==> src/walk_and_rail_shortest_route_core_assert.svh <==
// Assertion macros shared by the walk and rail route block.
// Expect clk_i and rst_ni in the including module's scope.
`ifndef WALK_AND_RAIL_SHORTEST_ROUTE_CORE_ASSERT_SVH
`define WALK_AND_RAIL_SHORTEST_ROUTE_CORE_ASSERT_SVH

// same-cycle implication
`define ASSERT_IMPL(lbl, ante, cons) \
  lbl: assert property (@(posedge clk_i) disable iff (!rst_ni) (ante) |-> (cons)) \
    else $error("assertion failed");

// next-cycle implication
`define ASSERT_NEXT(lbl, ante, cons) \
  lbl: assert property (@(posedge clk_i) disable iff (!rst_ni) (ante) |=> (cons)) \
    else $error("assertion failed");

`endif

==> src/wrsr_ram.sv <==
// Generic single write port, single read port RAM with registered read.
// No dependencies.
`default_nettype none
module wrsr_ram #(
  parameter int unsigned WIDTH = 8,
  parameter int unsigned DEPTH = 32
) (
  input  wire logic                     clk_i,
  input  wire logic                     we_i,
  input  wire logic [$clog2(DEPTH)-1:0] waddr_i,
  input  wire logic [WIDTH-1:0]         wdata_i,
  input  wire logic [$clog2(DEPTH)-1:0] raddr_i,
  output      logic [WIDTH-1:0]         rdata_o
);
  logic [WIDTH-1:0] mem_q [DEPTH];
  logic [WIDTH-1:0] rdata_q;

  always_ff @(posedge clk_i) begin
    if (we_i) begin
      mem_q[waddr_i] <= wdata_i;
    end
    rdata_q <= mem_q[raddr_i];
  end

  assign rdata_o = rdata_q;
endmodule
`default_nettype wire

==> config.mk <==
export PLATFORM = sky130hd
export DESIGN_NAME = wrsr_ram
export DESIGN_NICKNAME = d
export VERILOG_FILES = /design/src/walk_and_rail_shortest_route_core_assert.svh /design/src/wrsr_ram.sv
export SDC_FILE = /design/constraint.sdc
export NUM_CORES = 1
export LEC_CHECK = 0
export ABC_CLOCK_PERIOD_IN_PS = 2200
export BUFFER_PORTS_ARGS = -buffer_cell sky130_fd_sc_hd__buf_2
export CELL_PAD_IN_SITES_DETAIL_PLACEMENT = 1
export CELL_PAD_IN_SITES_GLOBAL_PLACEMENT = 1
export CORE_MARGIN = 2
export CORE_UTILIZATION = 35
export DETAILED_ROUTE_END_ITERATION = 10
export GPL_ROUTABILITY_DRIVEN = 0
export PLACE_DENSITY_LB_ADDON = 0.2
export SKIP_CTS_REPAIR_TIMING = 1
export SLEW_MARGIN = 20
export SYNTH_ARGS = -nofsm -noshare
export SYNTH_HDL_FRONTEND = slang
export SYNTH_SLANG_ARGS = --single-unit
==> constraint.sdc <==
create_clock -name clk_i -period 2.2 [get_ports clk_i]
set_clock_uncertainty 0.2 [all_clocks]
set_input_delay 0.33 -clock clk_i [delete_from_list [all_inputs] [get_ports clk_i]]
set_output_delay 0.33 -clock clk_i [all_outputs]
set_load 0.01 [all_outputs]
==> summary.md, run 1 <==
| Metric | Value |
|---|---|
| Outcome | `complete, no violations` |
| Fin area | `11,800 µm²` |
| NumNets Final | `514` |
| Yosys Warn Count | `0` |
| Die Y-Extent | `173 µm` |
| Post-synthesis sequential area ratio | `78.1%` |
| Mapped Cells | `about 420` |
| Top cell types by occurrence after synthesis | `256 x edfxtp_1, 80 x mux4_2, 33 x nor2_1` |
| Pre-antenna DRT Iters | `4` |
| Final Setup Violations | `0` |
| First-pass GRT wire length | `34,400 µm` |
| Clock Tree Buf Depth | `3` |
| Die area | `30,100 µm²` |
| Num Clock Sinks | `264` |
| Slew HR | `55.1%` |
| Distinct cell type count after synthesis | `15` |
| Fmax | `0.495 GHz` |
| CTS Buf Count | `27` |
| Synth Area per Inst | `~24 µm²` |
| Synth area leaders | `edfxtp_1 76%, mux4_2 18%, dfxtp_1 1.6%` |
| RSZ-0062 raised after global routing | `false` |
| Pleak | `3.76 nW` |
| Synth Area in Adders | `0%` |
| Worst vdd ir | `0.619 mV` |
| Most common cell in the netlist | `edfxtp_1` |
| Initial Util | `about a third` |
| Pwr/cell area | `between 900 and 1000 nW/µm²` |
| Slowest CP cell | `mux4_2` |
| CP endpoint kind | `register` |
| ANT nets after route | `0` |
| Worst Path Max Fanout | `1` |
| Syn nets | `437` |
| CTS tree | `yes` |
| Antenna violations before repair | `0` |
| Area delta synth->final | `17.7%` |
| Share of the synthesized area in the top cell type | `76.5%` |
| Seq cells post-synth | `264` |
| Worst Tran Pin Value | `674 ps` |
| Main combinational cell family by area after synthesis | `multiplexers` |
| Post-route minimum period | `2020 ps` |
| Asr flop ratio synth | `0%` |
| Flop2flop setup slack | `180 ps` |
| Num ports | `28` |
| Final Util | `41.6%` |
| Tcrit/Tclk final | `between 90% and 100%` |
| Placed wire-length estimate | `between 10,000 and 15,000 µm` |
| Top cell by count, worst path | `mux4_2` |
| Main synth FF type | `edfxtp_1` |
| Synth Area in Simple Gates | `2.07%` |
| Root buf cell | `clkbuf_16` |
| Critical path required time | `2400 ps` |
| CP max stage delay | `540 ps` |
| Final wirelength | `22,900 µm` |
| Largest net degree at the start of global routing | `33` |
| Max-cap violation count | `0` |
| Core area | `between 20,000 and 30,000 µm²` |
| Hold WC Path Type | `in2reg` |
| Port Buffers | `27` |
| Total chip power | `between 10 and 15 mW` |
| Vias per inst | `just over 5` |
| Critical Setup Path Class | `reg2reg` |
| H-tree Lvls | `1` |
| Post-synth EDFFs | `256` |
| Ant. Diodes | `0` |
| Final slew viol count | `0` |
| Die W | `173 µm` |
| Crit-path cells | `mux4_2 > mux4_2 > mux2_2` |
| Row count | `62` |
| Synth Area in Compound Gates | `0%` |
| Drt drc | `0` |
| Initial drt markers | `around 370` |
| Layout cells sized above 1 | `38.9%` |
| XOR/XNOR Fraction of Synth Area | `0%` |
| Syn Std Cell Area | `10,100 µm²` |
| Crit path DAT | `roughly 2200 ps` |
| GRT overflow | `0` |
| CP Launch Type | `register` |
| Number of global-route vias before repair | `4,883` |
| Cell taking the most area after synthesis | `edfxtp_1` |
| Average wire per standard cell | `25.5 µm` |
| Clock Latency Late Sink | `530 ps` |
| DR vias | `4,585` |
| GRT Total Usage | `15.7%` |
| Clock-pin slew on the worst setup and hold paths | `roughly 60 ps` |
| Dpl cell area | `11,000 µm²` |
| Mux contribution to synthesized area | `18.8%` |
| Final hold viol count | `0` |
[critical path: cells and delay by family, from the launching register on]
family,cells,cell delay (ps)
multiplexers,3,1330
flip-flops,1,370
[cell families (layout without fill, tap and decap cells)]
family / count (synthesis) / after routing
AND/OR/NAND/NOR: 45 / 45
buffers and inverters: 20 / 115
flip-flops: 264 / 264
multiplexers: 88 / 88
[metrics by stage]
step           hold WS, ps  cells  worst slack [ps]  TNS [ps]
2_1_floorplan          229    417              6.20         0
3_3_place_gp           551    849              -336     -2140
3_5_place_dp           556    849              -343     -2210
4_1_cts               31.6    896               164         0
5_1_grt               59.3    896               131         0
6_report              60.5    896               180         0
[report_power, final]
part           switching [mW]  total [mW]  leakage (nW)  internal [mW]
clock                    1.80        4.49         0.435           2.70
combinational           0.315       0.566         0.950          0.251
sequential             0.0280        5.62          2.37           5.59
[cell type report]
type | instances | area [µm²]
sequential | 264 | 7850
clock buffer | 29 | 683
fill | 2651 | 16600
tap | 384 | 480
multi-input combinational | 133 | 2100
clock inverter | 18 | 188
timing repair buffer | 68 | 533
[state kept, by name, indices dropped and copies added (netlist names)]
register / cells
rdata_o: 8
mem_q: 256
[cell usage in the layout (no fill, tap or decap)]
cell | synthesis | routed
clkinv_1 | 0 | 5
nor2_1 | 33 | 33
nand3b_1 | 5 | 5
nand2_1 | 1 | 1
inv_6 | 0 | 1
or3_1 | 1 | 1
clkinv_2 | 0 | 8
clkbuf_16 | 0 | 27
or3b_2 | 3 | 3
mux2_2 | 8 | 8
buf_12 | 0 | 7
mux4_2 | 80 | 80
buf_2 | 1 | 26
dfxtp_1 | 8 | 8
buf_4 | 6 | 35
clkbuf_1 | 6 | 2
bufinv_16 | 0 | 4
nand3_1 | 2 | 2
edfxtp_1 | 256 | 256
[final timing paths]
check | cells past startpoint | endpoint | startpoint
setup reg to reg | 3 | rdata_o[7]$_DFF_P_ | mem_q[27][7]$_DFFE_PP_
setup / recovery | 3 | rdata_o[7]$_DFF_P_ | mem_q[27][7]$_DFFE_PP_
hold reg to reg | 3 | rdata_o[5]$_DFF_P_ | mem_q[24][5]$_DFFE_PP_
hold / removal | 2 | rdata_o[2]$_DFF_P_ | raddr_i[3]
[per-layer routing]
metal / vias to the layer above / global-route usage, % / part of all wire (%)
met1: 2510 / 24.0 / 47
met4: 0 / 3.21 / 1.6
li1: 1939 / - / -
met2: 110 / 24.0 / 46
met3: 26 / 2.43 / 4.8
met5: - / 0 / 0
Power figures use the tool's default switching activity.
==> run 2, diff against run 1 <==
==> constraint.sdc (replaced) <==
create_clock -name clk_i -period 2.2 [get_ports clk_i]
set_clock_uncertainty 0.2 [all_clocks]
set_input_delay 0.44 -clock clk_i [delete_from_list [all_inputs] [get_ports clk_i]]
set_output_delay 0.44 -clock clk_i [all_outputs]
set_load 0.01 [all_outputs]
==> run 2 against run 1 <==
  * Cell area rose by 0.50%
  * Global-route usage down 0.28 points
  * Non-clock buffer count up 6
  * Clock power about the same
  * Via count down 0.50%
  * Hold slack better by 140 ps
  * First-iteration DRC count is 1.6% lower
  * Sequential share of layout area decreased by 0.33 points
  * Largest power group unchanged
==> summary.md, run 2 (synthesis gave the netlist of run 1 again) <==
| Metric | Value |
|---|---|
| R2R Path Start | `mem_q[31][4]$_DFFE_PP_` |
| Initial drt markers | `368 (-1.6%)` |
| Number of global-route vias before repair | `4,902 (+0.39%)` |
| Clock Latency Late Sink | `530 ps (about the same)` |
| CTS Buf Count | `28 (+3.7%)` |
| Max-cap violation count | `0 (unchanged)` |
| NumNets Final | `521 (+1.4%)` |
| Die W | `173 µm (unchanged)` |
| Crit-path cells | `buf_4 > buf_12 > mux4_2 > mux4_2 > mux2_2` |
| Min-delay src | `raddr_i[3]` |
| Root buf cell | `clkbuf_16` |
| Flop2flop setup slack | `140 ps (-40 ps)` |
| First-pass GRT wire length | `34,000 µm (-0.95%)` |
| Final hold viol count | `0 (unchanged)` |
| CP endpoint kind | `register` |
| Pre-antenna DRT Iters | `4 (unchanged)` |
| Pwr/cell area | `899 nW/µm² (-0.45%)` |
| Logic pwr share | `5.4% (about the same)` |
| Hold Path Depth | `2 (unchanged)` |
| Die area | `30,100 µm² (unchanged)` |
| Layout cells sized above 1 | `39.6% (+0.71 points)` |
| Initial Util | `35.3% (unchanged)` |
| Reg with most FFs | `mem_q` |
| Total chip power | `10.7 mW (about the same)` |
| Most frequent cells in the layout | `256 x edfxtp_1, 80 x mux4_2, 41 x buf_4, 33 x nor2_1, 29 x clkbuf_16` |
| Switching Share | `20.6% (+0.55 points)` |
| Top cell by count, worst path | `mux4_2` |
| GRT overflow | `0 (unchanged)` |
| Final Setup Violations | `0 (unchanged)` |
| CP max stage delay | `580 ps (+40 ps)` |
| Outcome | `complete, no violations` |
| Hold WC Path Type | `in2reg` |
| Drt drc | `0 (unchanged)` |
| Clock-pin slew on the worst setup and hold paths | `60 ps (about the same)` |
| Post-route minimum period | `2090 ps (+68.3 ps)` |
| Slew HR | `51.5% (-3.6 points)` |
| DR vias | `4,562 (-0.50%)` |
| Clock Tree Buf Depth | `3 (unchanged)` |
| Num ports | `28 (unchanged)` |
| Layout fillers | `2,659 (+0.30%)` |
| NetSw | `2.20 mW (+2.8%)` |
| Die Y-Extent | `173 µm (unchanged)` |
| Crit path DAT | `2310 ps (+90 ps)` |
| Antenna violations before repair | `0 (unchanged)` |
| Area of the multi-input gates | `2100 µm² (unchanged)` |
| Worst Path Max Fanout | `18 (+17)` |
| Fmax | `0.479 GHz (-3.3%)` |
| Worst-case reg-to-reg path depth | `3 (unchanged)` |
| ANT nets after route | `0 (unchanged)` |
| Slowest CP cell | `mux4_2` |
| Internal power | `8.48 mW (-0.64%)` |
| Critical Setup Path Class | `in2reg` |
| Hold EP | `rdata_o[0]$_DFF_P_` |
| Tcrit/Tclk final | `94.9% (+3.1 points)` |
| CTS tree | `yes` |
| Worst Tran Pin Value | `728 ps (+53.5 ps)` |
| Area delta synth->final | `18.3%` |
| Most common cell after layout, fill and taps aside | `edfxtp_1` |
| GRT Total Usage | `15.4% (-0.28 points)` |
| Placed wire-length estimate | `14,500 µm (-0.88%)` |
| Max FFs per register | `256 (unchanged)` |
| CP Launch Type | `input pin` |
| Largest net degree at the start of global routing | `35 (+6.1%)` |
| Final Util | `41.8% (+0.21 points)` |
| Core area | `28,500 µm² (unchanged)` |
| Post-route setup TNS | `0 ps (unchanged)` |
| Final slew viol count | `0 (unchanged)` |
| Ant. Diodes | `0 (unchanged)` |
| RSZ-0062 raised after global routing | `false` |
| Vias per inst | `5.03 (-1.7%)` |
| Num Clock Sinks | `264 (unchanged)` |
| Pleak | `3.79 nW (+0.88%)` |
| Worst R2R End | `rdata_o[4]$_DFF_P_` |
| Final wirelength | `22,500 µm (-1.8%)` |
| Worst vdd ir | `0.528 mV (-15%)` |
| Clock power share | `42.0% (about the same)` |
| H-tree Lvls | `1 (unchanged)` |
| Port Buffers | `27 (unchanged)` |
| Flop pwr share | `52.6% (about the same)` |
| Average wire per standard cell | `24.8 µm (-2.9%)` |
| Critical path required time | `2420 ps (+20 ps)` |
| Final hold slack | `198 ps (+138 ps)` |
| Row count | `62 (unchanged)` |
| Register area | `7850 µm² (unchanged)` |
## run 2: changes by cell type in the layout (fill, tap and decap cells not counted)
cell / previous run / this run
buf_4: 35 / 41
bufinv_16: 4 / 2
clkbuf_1: 2 / 5
clkbuf_16: 27 / 29
clkinv_2: 8 / 9
clkinv_4: 0 / 1
clkinvlp_4: 0 / 1
inv_6: 1 / 0
## run 2: critical path: cells and delay by family
kind                   cells  cell delay (ps)
buffers and inverters      2              410
muxes                      3             1430
## run 2: area by class of cell
cell class                 count  share of cell area, %
clock inverter                18                   1.18
multi-input combinational    133                   17.7
tap                          384                   4.04
timing repair buffer          74                   4.86
clock buffer                  34                   6.26
sequential                   264                   66.0
## run 2: worst max-delay path by stage
stage | from | to | slack [ps] | cells past startpoint
floorplan | raddr_i[0] | rdata_o[0]$_DFF_P_ | -40 | 5
global placement | raddr_i[0] | rdata_o[5]$_DFF_P_ | -440 | 5
detailed placement | raddr_i[0] | rdata_o[5]$_DFF_P_ | -450 | 5
CTS | raddr_i[0] | rdata_o[5]$_DFF_P_ | 100 | 5
global route | raddr_i[0] | rdata_o[5]$_DFF_P_ | 70 | 5
finish | raddr_i[0] | rdata_o[5]$_DFF_P_ | 110 | 5
## run 2: power groups by stage
| stage | Clock [mW] | Sequential (mW) | Combinational, mW |
|---|---|---|---|
| global placement | 0 | 5.72 | 0.579 |
| finish | 4.49 | 5.62 | 0.577 |
| CTS | 4.59 | 5.62 | 0.596 |
| detailed placement | 0 | 5.73 | 0.594 |
| global route | 4.77 | 5.62 | 0.623 |
| floorplan | 0 | 5.72 | 0.322 |
## run 2: stage by stage
stage               setup slack, ps  cell area (µm²)  instances
finish                          112            11900        907
CTS                             103            11900        907
global placement               -440            11000        855
floorplan                     -37.1            10200        417
global route                   65.8            11900        907
detailed placement             -453            11000        855
## run 2: metal layers
metal | vias to the layer above | track usage [%] | wire length [µm] | share of wire, %
li1 | 1951 | - | - | -
met1 | 2482 | 24.1 | 11000 | 49
met2 | 104 | 23.0 | 10200 | 45
met3 | 25 | 2.06 | 931 | 4.1
met4 | 0 | 3.74 | 324 | 1.4
met5 | - | 0 | 0 | 0
