### config.mk
export PLATFORM = sky130hd
export DESIGN_NAME = wrsr_cost_unit
export DESIGN_NICKNAME = d
export VERILOG_FILES = /design/src/wrsr_pkg.sv /design/src/wrsr_cost_unit.sv
export VERILOG_INCLUDE_DIRS = /design/src /design/src/src
export SDC_FILE = /design/constraint.sdc
export NUM_CORES = 1
export LEC_CHECK = 0
export BUFFER_PORTS_ARGS = -buffer_cell sky130_fd_sc_hd__buf_2
export CORE_ASPECT_RATIO = 0.8
export CORE_MARGIN = 3
export CORE_UTILIZATION = 45
export DETAILED_ROUTE_END_ITERATION = 12
export HOLD_SLACK_MARGIN = 0.03
export SYNTH_ARGS = -nofsm -noshare
export SYNTH_HDL_FRONTEND = slang
export SYNTH_SLANG_ARGS = --single-unit
export TNS_END_PERCENT = 5
### constraint.sdc
create_clock -name clk_i -period 4.4 [get_ports clk_i]
set_input_delay 0.66 -clock clk_i [delete_from_list [all_inputs] [get_ports clk_i]]
set_output_delay 0.66 -clock clk_i [all_outputs]
set_load 0.005 [all_outputs]
### src/walk_and_rail_shortest_route_core_assert.svh
// Assertion macros shared by the walk and rail route block.
// Expect clk_i and rst_ni in the including module's scope.
`ifndef WALK_AND_RAIL_SHORTEST_ROUTE_CORE_ASSERT_SVH
`define WALK_AND_RAIL_SHORTEST_ROUTE_CORE_ASSERT_SVH

// same-cycle implication
`define ASSERT_IMPL(lbl, ante, cons) \
  lbl: assert property (@(posedge clk_i) disable iff (!rst_ni) (ante) |-> (cons)) \
    else $error("assertion failed");

// next-cycle implication
`define ASSERT_NEXT(lbl, ante, cons) \
  lbl: assert property (@(posedge clk_i) disable iff (!rst_ni) (ante) |=> (cons)) \
    else $error("assertion failed");

`endif

### src/wrsr_pkg.sv
// Package of the walk and rail route block: widths, codes, types.
// No dependencies.
`default_nettype none
package wrsr_pkg;
  localparam int unsigned MAX_STATIONS_DEF = 32;
  localparam int unsigned COORD_W = 24;
  localparam int unsigned TIME_W = 40;
  localparam int unsigned SPEED_W = 16;
  localparam int unsigned DSQ_W = 50;
  localparam int unsigned ROOT_W = 25;
  localparam int unsigned QUO_W = 33;
  localparam int unsigned REM_W = 28;
  localparam int unsigned STEP_W = 6;
  localparam int unsigned IDX_CMP_W = 8;
  localparam logic [TIME_W-1:0] TIME_MAX = '1;
  localparam logic [STEP_W-1:0] SQRT_STEPS = 6'd25;
  localparam logic [STEP_W-1:0] DIV_STEPS = 6'd33;
  localparam logic [SPEED_W-1:0] SPEED_RESET = 16'd256;
  localparam logic REG_WALK = 1'b0;
  localparam logic REG_RAIL = 1'b1;

  typedef enum logic [1:0] {
    ACT_ADD_STATION = 2'd0,
    ACT_ADD_LINK    = 2'd1,
    ACT_QUERY       = 2'd2,
    ACT_CLEAR       = 2'd3
  } act_e;

  typedef enum logic {
    UOP_SQRT = 1'b0,
    UOP_DIV  = 1'b1
  } uop_e;

  typedef struct packed {
    logic start;
    uop_e op;
  } unit_req_t;

  typedef struct packed {
    logic             busy;
    logic             done;
    logic [QUO_W-1:0] value;
  } unit_rsp_t;

  typedef enum logic [4:0] {
    ST_IDLE,
    ST_QINIT,
    ST_SEL_A,
    ST_SEL_B,
    ST_SEL_DONE,
    ST_U_LD,
    ST_W_CHK,
    ST_W_LD,
    ST_SQX,
    ST_SQY,
    ST_SQRT_GO,
    ST_SQRT_WT,
    ST_DIVW_GO,
    ST_DIVW_WT,
    ST_DIVR_GO,
    ST_DIVR_WT,
    ST_RELAX,
    ST_R_A,
    ST_R_B,
    ST_O_T,
    ST_O_RA,
    ST_O_RB
  } state_e;
endpackage
`default_nettype wire

### src/wrsr_cost_unit.sv
// Shared iterative unit: integer square root (2 bits a step) or
// restoring division (1 bit a step). Depends on wrsr_pkg.
`default_nettype none
`include "walk_and_rail_shortest_route_core_assert.svh"
module wrsr_cost_unit
  import wrsr_pkg::*;
(
  input  wire logic               clk_i,
  input  wire logic               rst_ni,
  input  wire unit_req_t          req_i,
  input  wire logic [DSQ_W-1:0]   operand_i,
  input  wire logic [SPEED_W-1:0] divisor_i,
  output      unit_rsp_t          rsp_o
);
  logic               busy_q, busy_d;
  logic               done_q, done_d;
  uop_e               op_q, op_d;
  logic [STEP_W-1:0]  cnt_q, cnt_d;
  logic [DSQ_W-1:0]   val_q, val_d;
  logic [REM_W-1:0]   rem_q, rem_d;
  logic [QUO_W-1:0]   res_q, res_d;
  logic [SPEED_W-1:0] div_q, div_d;
  logic [REM_W-1:0]   sq_rem, sq_trial, dv_rem, dv_div;

  always_comb begin
    sq_rem   = {rem_q[REM_W-3:0], val_q[DSQ_W-1 -: 2]};
    sq_trial = {res_q[REM_W-3:0], 2'b01};
    dv_rem   = {rem_q[REM_W-2:0], val_q[DSQ_W-1]};
    dv_div   = {{(REM_W-SPEED_W){1'b0}}, div_q};
    busy_d = busy_q;
    done_d = 1'b0;
    op_d   = op_q;
    cnt_d  = cnt_q;
    val_d  = val_q;
    rem_d  = rem_q;
    res_d  = res_q;
    div_d  = div_q;
    if (req_i.start) begin
      busy_d = 1'b1;
      op_d   = req_i.op;
      cnt_d  = (req_i.op == UOP_SQRT) ? SQRT_STEPS : DIV_STEPS;
      val_d  = operand_i;
      rem_d  = '0;
      res_d  = '0;
      div_d  = divisor_i;
    end else if (busy_q) begin
      cnt_d = cnt_q - 1'b1;
      if (cnt_q == 1) begin
        busy_d = 1'b0;
        done_d = 1'b1;
      end
      case (op_q)
        UOP_SQRT: begin
          val_d = {val_q[DSQ_W-3:0], 2'b00};
          if (sq_rem >= sq_trial) begin
            rem_d = sq_rem - sq_trial;
            res_d = {res_q[QUO_W-2:0], 1'b1};
          end else begin
            rem_d = sq_rem;
            res_d = {res_q[QUO_W-2:0], 1'b0};
          end
        end
        UOP_DIV: begin
          val_d = {val_q[DSQ_W-2:0], 1'b0};
          if (dv_rem >= dv_div) begin
            rem_d = dv_rem - dv_div;
            res_d = {res_q[QUO_W-2:0], 1'b1};
          end else begin
            rem_d = dv_rem;
            res_d = {res_q[QUO_W-2:0], 1'b0};
          end
        end
        default: begin
          val_d = val_q;
        end
      endcase
    end
  end

  always_ff @(posedge clk_i or negedge rst_ni) begin
    if (!rst_ni) begin
      busy_q <= 1'b0;
      done_q <= 1'b0;
      op_q   <= UOP_SQRT;
      cnt_q  <= '0;
    end else begin
      busy_q <= busy_d;
      done_q <= done_d;
      op_q   <= op_d;
      cnt_q  <= cnt_d;
    end
  end

  always_ff @(posedge clk_i) begin
    val_q <= val_d;
    rem_q <= rem_d;
    res_q <= res_d;
    div_q <= div_d;
  end

  assign rsp_o.busy  = busy_q;
  assign rsp_o.done  = done_q;
  assign rsp_o.value = res_q;

  `ASSERT_IMPL(a_no_restart, req_i.start, !busy_q)
  `ASSERT_NEXT(a_done_pulse, done_q, !done_q)
  `ASSERT_IMPL(a_cnt_range, busy_q, (cnt_q != 0) && (cnt_q <= DIV_STEPS))
endmodule
`default_nettype wire

==> metrics, run 1 <==
first-pass GRT wire length=35700 um; H-tree depth=4; kind of critical path=flip-flop to flip-flop; register area share after synthesis=0.388; CTS Sinks=135; Max Cap Viol=0; status=finished, final reports clean; Post-DRT Antenna Nets=0; per-cell routed wire length=16.5 um; Starting Density=0.461; share of the synthesized area in the top cell type=0.226; PortBufs=104; Mapped Cells=996; largest cells by area after synthesis=edfxtp_1 23%, dfxtp_1 14%, mux2i_1 9.7%, ha_1 6.6%, o21ai_0 5.1%; Layout Skew=0.0119 ns; Max Fclk=0.284 GHz; DR iter-0 viols=637; PostCTS Resize Cnt=0; peak supply drop=0.000300 V; Syn Nets=1113; final setup fails=0; slowest cell on the critical path=a2111oi_0; PwrDens=665 nW/um^2; EDFF count, synth=66; vias in the first global route=6790; Ports=105; Synth-to-Final Area Change=15.3%; Syn Area/Cell=8.81 um^2; most frequent cells in the layout=109 x nand2_1, 103 x buf_2, 93 x nor2_1, 90 x o21ai_0, 85 x mux2i_1; total CTS buffers=17; Critical Path Fanout Max=5; nets=1193; Synth cell types=65; Setup crit end kind=flip-flop; Rel. slew slack=0.373; antenna violations before repair=0; via count=7476; Core ar.=19000 um^2; Final Critical Period=3.53 ns; DIE WIDTH=162 um; worst path required time=4.65 ns; pin count of the biggest net entering global routing=107; Tcrit/Tclk final=0.801; drt first pass iters=5; Die Span Y=131 um; slew at the pin closest to its max-slew limit=0.940 ns; WL final=22200 um; layout cells sized above 1=0.151; final setup margin=0.875 ns; Post-synth ARST share=0.0667; setup bufs post-CTS=0; n_diodes=0; final hold violation count=0; CTS tree=yes; Crit path top cell by count=a211oi_1; gr usage total=0.209; drc violations=0; Post-DP HPWL=16000 um; prevailing post-synth register cell=edfxtp_1; most common cell after layout, fill and taps aside=nand2_1; Synth area leader=edfxtp_1; crit path cell chain=inv_1 > ha_1 > fa_1 > nand2b_1 > a211oi_1 > o41a_1 > nor3b_4 > a2111oi_1 > buf_4 > a21oi_1 > a2111oi_0 > a211oi_1; synthesized flop and latch total=135; Core Rows=45; dpl cells=1315; hold_buf cts=0; final non-filler cell total=1347; CTS max path bufs=2; Final Max Slew Viols=0; post-route setup TNS=0 ns; grt total ovfl=0; via density per instance=5.55; Die ar.=21200 um^2; dpl ws=0.915 ns; Ys Warns=0; clk slew on worst S/H paths=0.06 ns; Clk Latency, worst-skew pair=0.42 ns; Hold Crit Class=primary input to async pin; CTS Root Buffer Type=clkbuf_16; CP max stage delay=0.44 ns; leakage power=4.43 nW; unrepaired setup endpoints after global routing=no; Mapped Area=8770 um^2; Critical Path AT=3.78 ns; GP Congestion=0.892; startpoint types=flip-flop
-- layer usage --
layer / global-route usage / routed length [um] / up-vias
met5: 0 / 0 / -
met4: 0.0356 / 114 / 0
met3: 0.0410 / 1150 / 7
met2: 0.318 / 9680 / 179
met1: 0.314 / 11300 / 3515
li1: - / - / 3775
-- critical path, delay by kind of cell (launching register included) --
family | cells | cell delay [ns]
AO/OA/AOI/OAI | 6 | 1.76
adder cells (fa/ha/maj) | 2 | 0.64
buffers and inverters | 2 | 0.31
flip-flops | 1 | 0.42
AND/OR/NAND/NOR | 2 | 0.25
-- path summary, 6_finish.rpt --
kind / startpoint / to / slack (ns) / cells after the start
max: val_q[49] / rem_q[25] / 0.87 / 12
min: rst_ni / cnt_q[3] / 0.09 / 1
max reg2reg: val_q[49] / rem_q[25] / 0.87 / 12
min reg2reg: res_q[32] / res_q[32] / 0.50 / 2
max in group asynchronous: rst_ni / op_q / 4.09 / 1
min in group clk_i: divisor_i[11] / div_q[11] / 0.41 / 1
-- power by group --
| part | leakage (nW) | internal [mW] | switching [mW] |
|---|---|---|---|
| combinational | 2.84 | 1.49 | 1.93 |
| clock | 0.285 | 0.901 | 0.592 |
| sequential | 1.30 | 1.55 | 0.274 |
| total | 4.43 | 3.94 | 2.79 |
-- through the flow --
stage	instance area [um^2]	utilization	hold WS (ns)	power, mW
floorplan	8770	-	0.364	4.35
global placement	9510	0.500	0.474	5.20
detailed placement	9510	0.500	0.485	5.21
CTS	10100	0.532	0.0840	6.73
global route	10100	0.532	0.0794	7.22
finish	10100	0.532	0.0883	6.73
-- sequential cells by signal, summed over array words and instances, names as in the netlist --
name and count:
res_q 33, op_q 1, busy_q 1, cnt_q 6, rem_q 27, div_q 16
done_q 1, val_q 50
-- area by class of cell --
class | instances | area (um^2)
multi-input cells | 742 | 4910
well taps | 258 | 323
clock inverters | 13 | 170
inverters | 62 | 233
clock buffers | 19 | 433
fillers | 1857 | 8910
repair buffers | 118 | 628
flip-flops and latches | 135 | 3420
-- cells in the mapped netlist, types with 15 or more instances --
library cell	number
o21ai_0	90
clkbuf_1	41
mux2i_1	85
xnor2_1	29
nor2_1	93
ha_1	46
nand4_1	16
o211ai_1	15
edfxtp_1	66
inv_1	61
a21oi_1	56
nand2_1	109
dfxtp_1	60
a211oi_1	21
nor3_1	21
-- logic make-up after synthesis --
kind of cell,Yosys count,synth area share
XOR/XNOR,42,0.0419
AND/OR/NAND/NOR,304,0.161
AO/OA/AOI/OAI,258,0.184
multiplexers,91,0.105
adder cells (fa/ha/maj),47,0.0679
flip-flops,135,0.388
buffers and inverters,119,0.0522
Power figures use the tool's default switching activity.
==> run 2, diff against run 1 <==
Settings changed: PLACE_DENSITY set to 0.67.
Clock period 4.4 ns to 2.9 ns, I/O delays scaled along.
==> metrics, run 2 (synthesis results as in run 1) <==
status=finished with violations (was finished, final reports clean); failing checks=setup timing; R2R Setup Slk=-0.17 ns (was 0.87 ns); Hold Crit Class=primary input to flip-flop (was primary input to async pin); nets=1306 (was 1193); H-tree depth=4 (unchanged); final hold violation count=0 (unchanged); PwrDens=1040 nW/um^2 (was 665 nW/um^2); Post-Layout Inst Area=11400 um^2 (was 10100 um^2); sw frac=0.407 (was 0.415); Core ar.=19000 um^2 (unchanged); Layout Skew=0.0102 ns (was 0.0119 ns); most common cell after layout, fill and taps aside=buf_4 (was nand2_1); CTS Root Buffer Type=clkbuf_16 (unchanged); pin count of the biggest net entering global routing=126 (was 107); final setup fails=9 (was 0); Setup crit end kind=flip-flop (unchanged); grt total ovfl=0 (unchanged); Synth-to-Final Area Change=29.8% (was 15.3%); hold endpoint=div_q[13]; most frequent cells in the layout=120 x buf_4, 108 x nand2_1, 103 x buf_2, 91 x nor2_1, 87 x o21ai_0 (was 109 x nand2_1, 103 x buf_2, 93 x nor2_1, 90 x o21ai_0, 85 x mux2i_1); R2R depth=11 (was 12); Core Rows=45 (unchanged); first-pass GRT wire length=37500 um (was 35700 um); leakage power=5.09 nW (was 4.43 nW); CTS tree=yes (unchanged); P_sw=4.83 mW (was 2.79 mW); P_int=7.05 mW (was 3.94 mW); via density per instance=5.53 (was 5.55); CTS max path bufs=2 (unchanged); CTS Sinks=135 (unchanged); n_diodes=0 (unchanged); per-cell routed wire length=16.3 um (was 16.5 um); Final Max Slew Viols=0 (unchanged); share of power burned in registers=0.220 (was 0.270); Post-DP HPWL=16800 um (was 16000 um); Starting Density=0.461 (unchanged); Total Power=11.9 mW (was 6.73 mW); Final Critical Period=3.07 ns (was 3.53 ns); Ports=105 (unchanged); final setup margin=-0.173 ns (was 0.875 ns); GP Congestion=0.946 (was 0.892); worst path required time=3.21 ns (was 4.65 ns); peak supply drop=0.000475 V (was 0.000300 V); kind of critical path=flip-flop to flip-flop (unchanged); hold_ws=0.180 ns (was 0.0883 ns); Crit Reg-Reg Endpoint=rem_q[23] (was rem_q[25]); drc violations=0 (unchanged); Rel. slew slack=0.308 (was 0.373); Die ar.=21200 um^2 (unchanged); hold path start=divisor_i[13]; logic gate share of total power=0.579 (was 0.508); hold depth=1; max reg flops=50 (unchanged); Clk pwr share=0.202 (was 0.222); Die Span Y=131 um (unchanged); drt first pass iters=5 (unchanged); Max Fclk=0.325 GHz (was 0.284 GHz); via count=8078 (was 7476); placement-stage cell area=10300 um^2 (was 9510 um^2); Post-DRT Antenna Nets=0 (unchanged); antenna violations before repair=1 (was 0); Critical Path AT=3.38 ns (was 3.78 ns); worst r2r src=div_q[0] (was val_q[49]); Clk Latency, worst-skew pair=0.44 ns (was 0.42 ns); startpoint types=flip-flop (unchanged); gr usage total=0.220 (was 0.209); Max Cap Viol=0 (unchanged); DIE WIDTH=162 um (unchanged); layout cells sized above 1=0.269 (was 0.151); biggest regs=val_q (50), res_q (33), rem_q (27) (unchanged); Critical Path Fanout Max=5 (unchanged); fillcell total=1668 (was 1857); slew at the pin closest to its max-slew limit=1.04 ns (was 0.940 ns); vias in the first global route=7434 (was 6790); DR iter-0 viols=712 (was 637); total CTS buffers=17 (unchanged); clk slew on worst S/H paths=0.06 ns (about the same); Top reg by flops=val_q (unchanged); unrepaired setup endpoints after global routing=yes (was no); Tcrit/Tclk final=1.06 (was 0.801); WL final=23800 um (was 22200 um); PortBufs=104 (unchanged)
run 2: changes by cell type in the layout (fill, tap and decap cells not counted), moves of 5 or more:
cell,previous run,this run
ha_4,0,5
ha_1,46,39
a211oi_2,0,5
buf_4,15,120
a211oi_1,21,15
inv_8,0,6
run 2: how the worst max path moves through the flow:
stage	from	end	slack, ns	cells after the start
2_1_floorplan	val_q[49]	rem_q[23]	-0.06	11
5_1_grt	rem_q[16]	rem_q[3]	-0.31	10
6_report	div_q[0]	rem_q[23]	-0.17	11
4_1_cts	rem_q[19]	rem_q[22]	-0.03	11
3_5_place_dp	val_q[49]	rem_q[23]	-0.24	11
3_3_place_gp	val_q[49]	rem_q[23]	-0.17	11
run 2: cell type report:
| class | count | area, um^2 | area share |
|---|---|---|---|
| multi-input combinational | 742 | 5210 | 0.458 |
| clock buffer | 17 | 425 | 0.0374 |
| clock inverter | 15 | 225 | 0.0198 |
| timing repair buffer | 231 | 1550 | 0.136 |
| sequential | 135 | 3420 | 0.300 |
| inverter | 62 | 233 | 0.0204 |
| tap | 258 | 323 | 0.0283 |
run 2: layer usage:
| metal | vias up | GRT usage | routed length, um |
|---|---|---|---|
| met1 | 3792 | 0.320 | 11300 |
| met3 | 28 | 0.0391 | 1330 |
| met2 | 256 | 0.340 | 10900 |
| met5 | - | 0 | 13 |
| met4 | 2 | 0.0607 | 286 |
| li1 | 4000 | - | - |
run 2: critical path, stage by stage (launching register included):
cell and delay, ns:
edfxtp_1 0.43, ha_4 0.19, fa_2 0.33, nand2b_4 0.16, a211oi_4 0.22, o41a_1 0.27
nor3b_4 0.07, buf_6 0.14, a2111oi_4 0.49, a211oi_2 0.18, a2111oi_4 0.36, a211oi_2 0.11
run 2: stage by stage:
stage	setup WS (ns)	TNS (ns)	utilization	instances
finish	-0.173	-0.560	0.598	1460
global route	-0.313	-3.08	0.598	1460
CTS	-0.0340	-0.0749	0.586	1459
detailed placement	-0.242	-0.990	0.544	1421
global placement	-0.168	-0.481	0.544	1421
floorplan	-0.0597	-0.0998	-	996
run 2: power groups by stage:
stage          registers, mW  clock network (mW)  logic [mW]
2_1_floorplan           2.61                   0        4.04
3_3_place_gp            2.62                   0        6.10
3_5_place_dp            2.63                   0        6.19
4_1_cts                 2.59                2.43        6.42
5_1_grt                 2.64                2.51        7.54
6_report                2.61                2.39        6.87
run 2: what timing repair did:
item	4_1_cts	5_1_grt
cloned	1	0
hold buffers	1	0
gates resized for setup	16	45
pin swaps	11	30
buffers inserted	4	3
setup endpoints to repair	18	28
endpoints found under the hold margin	9	0
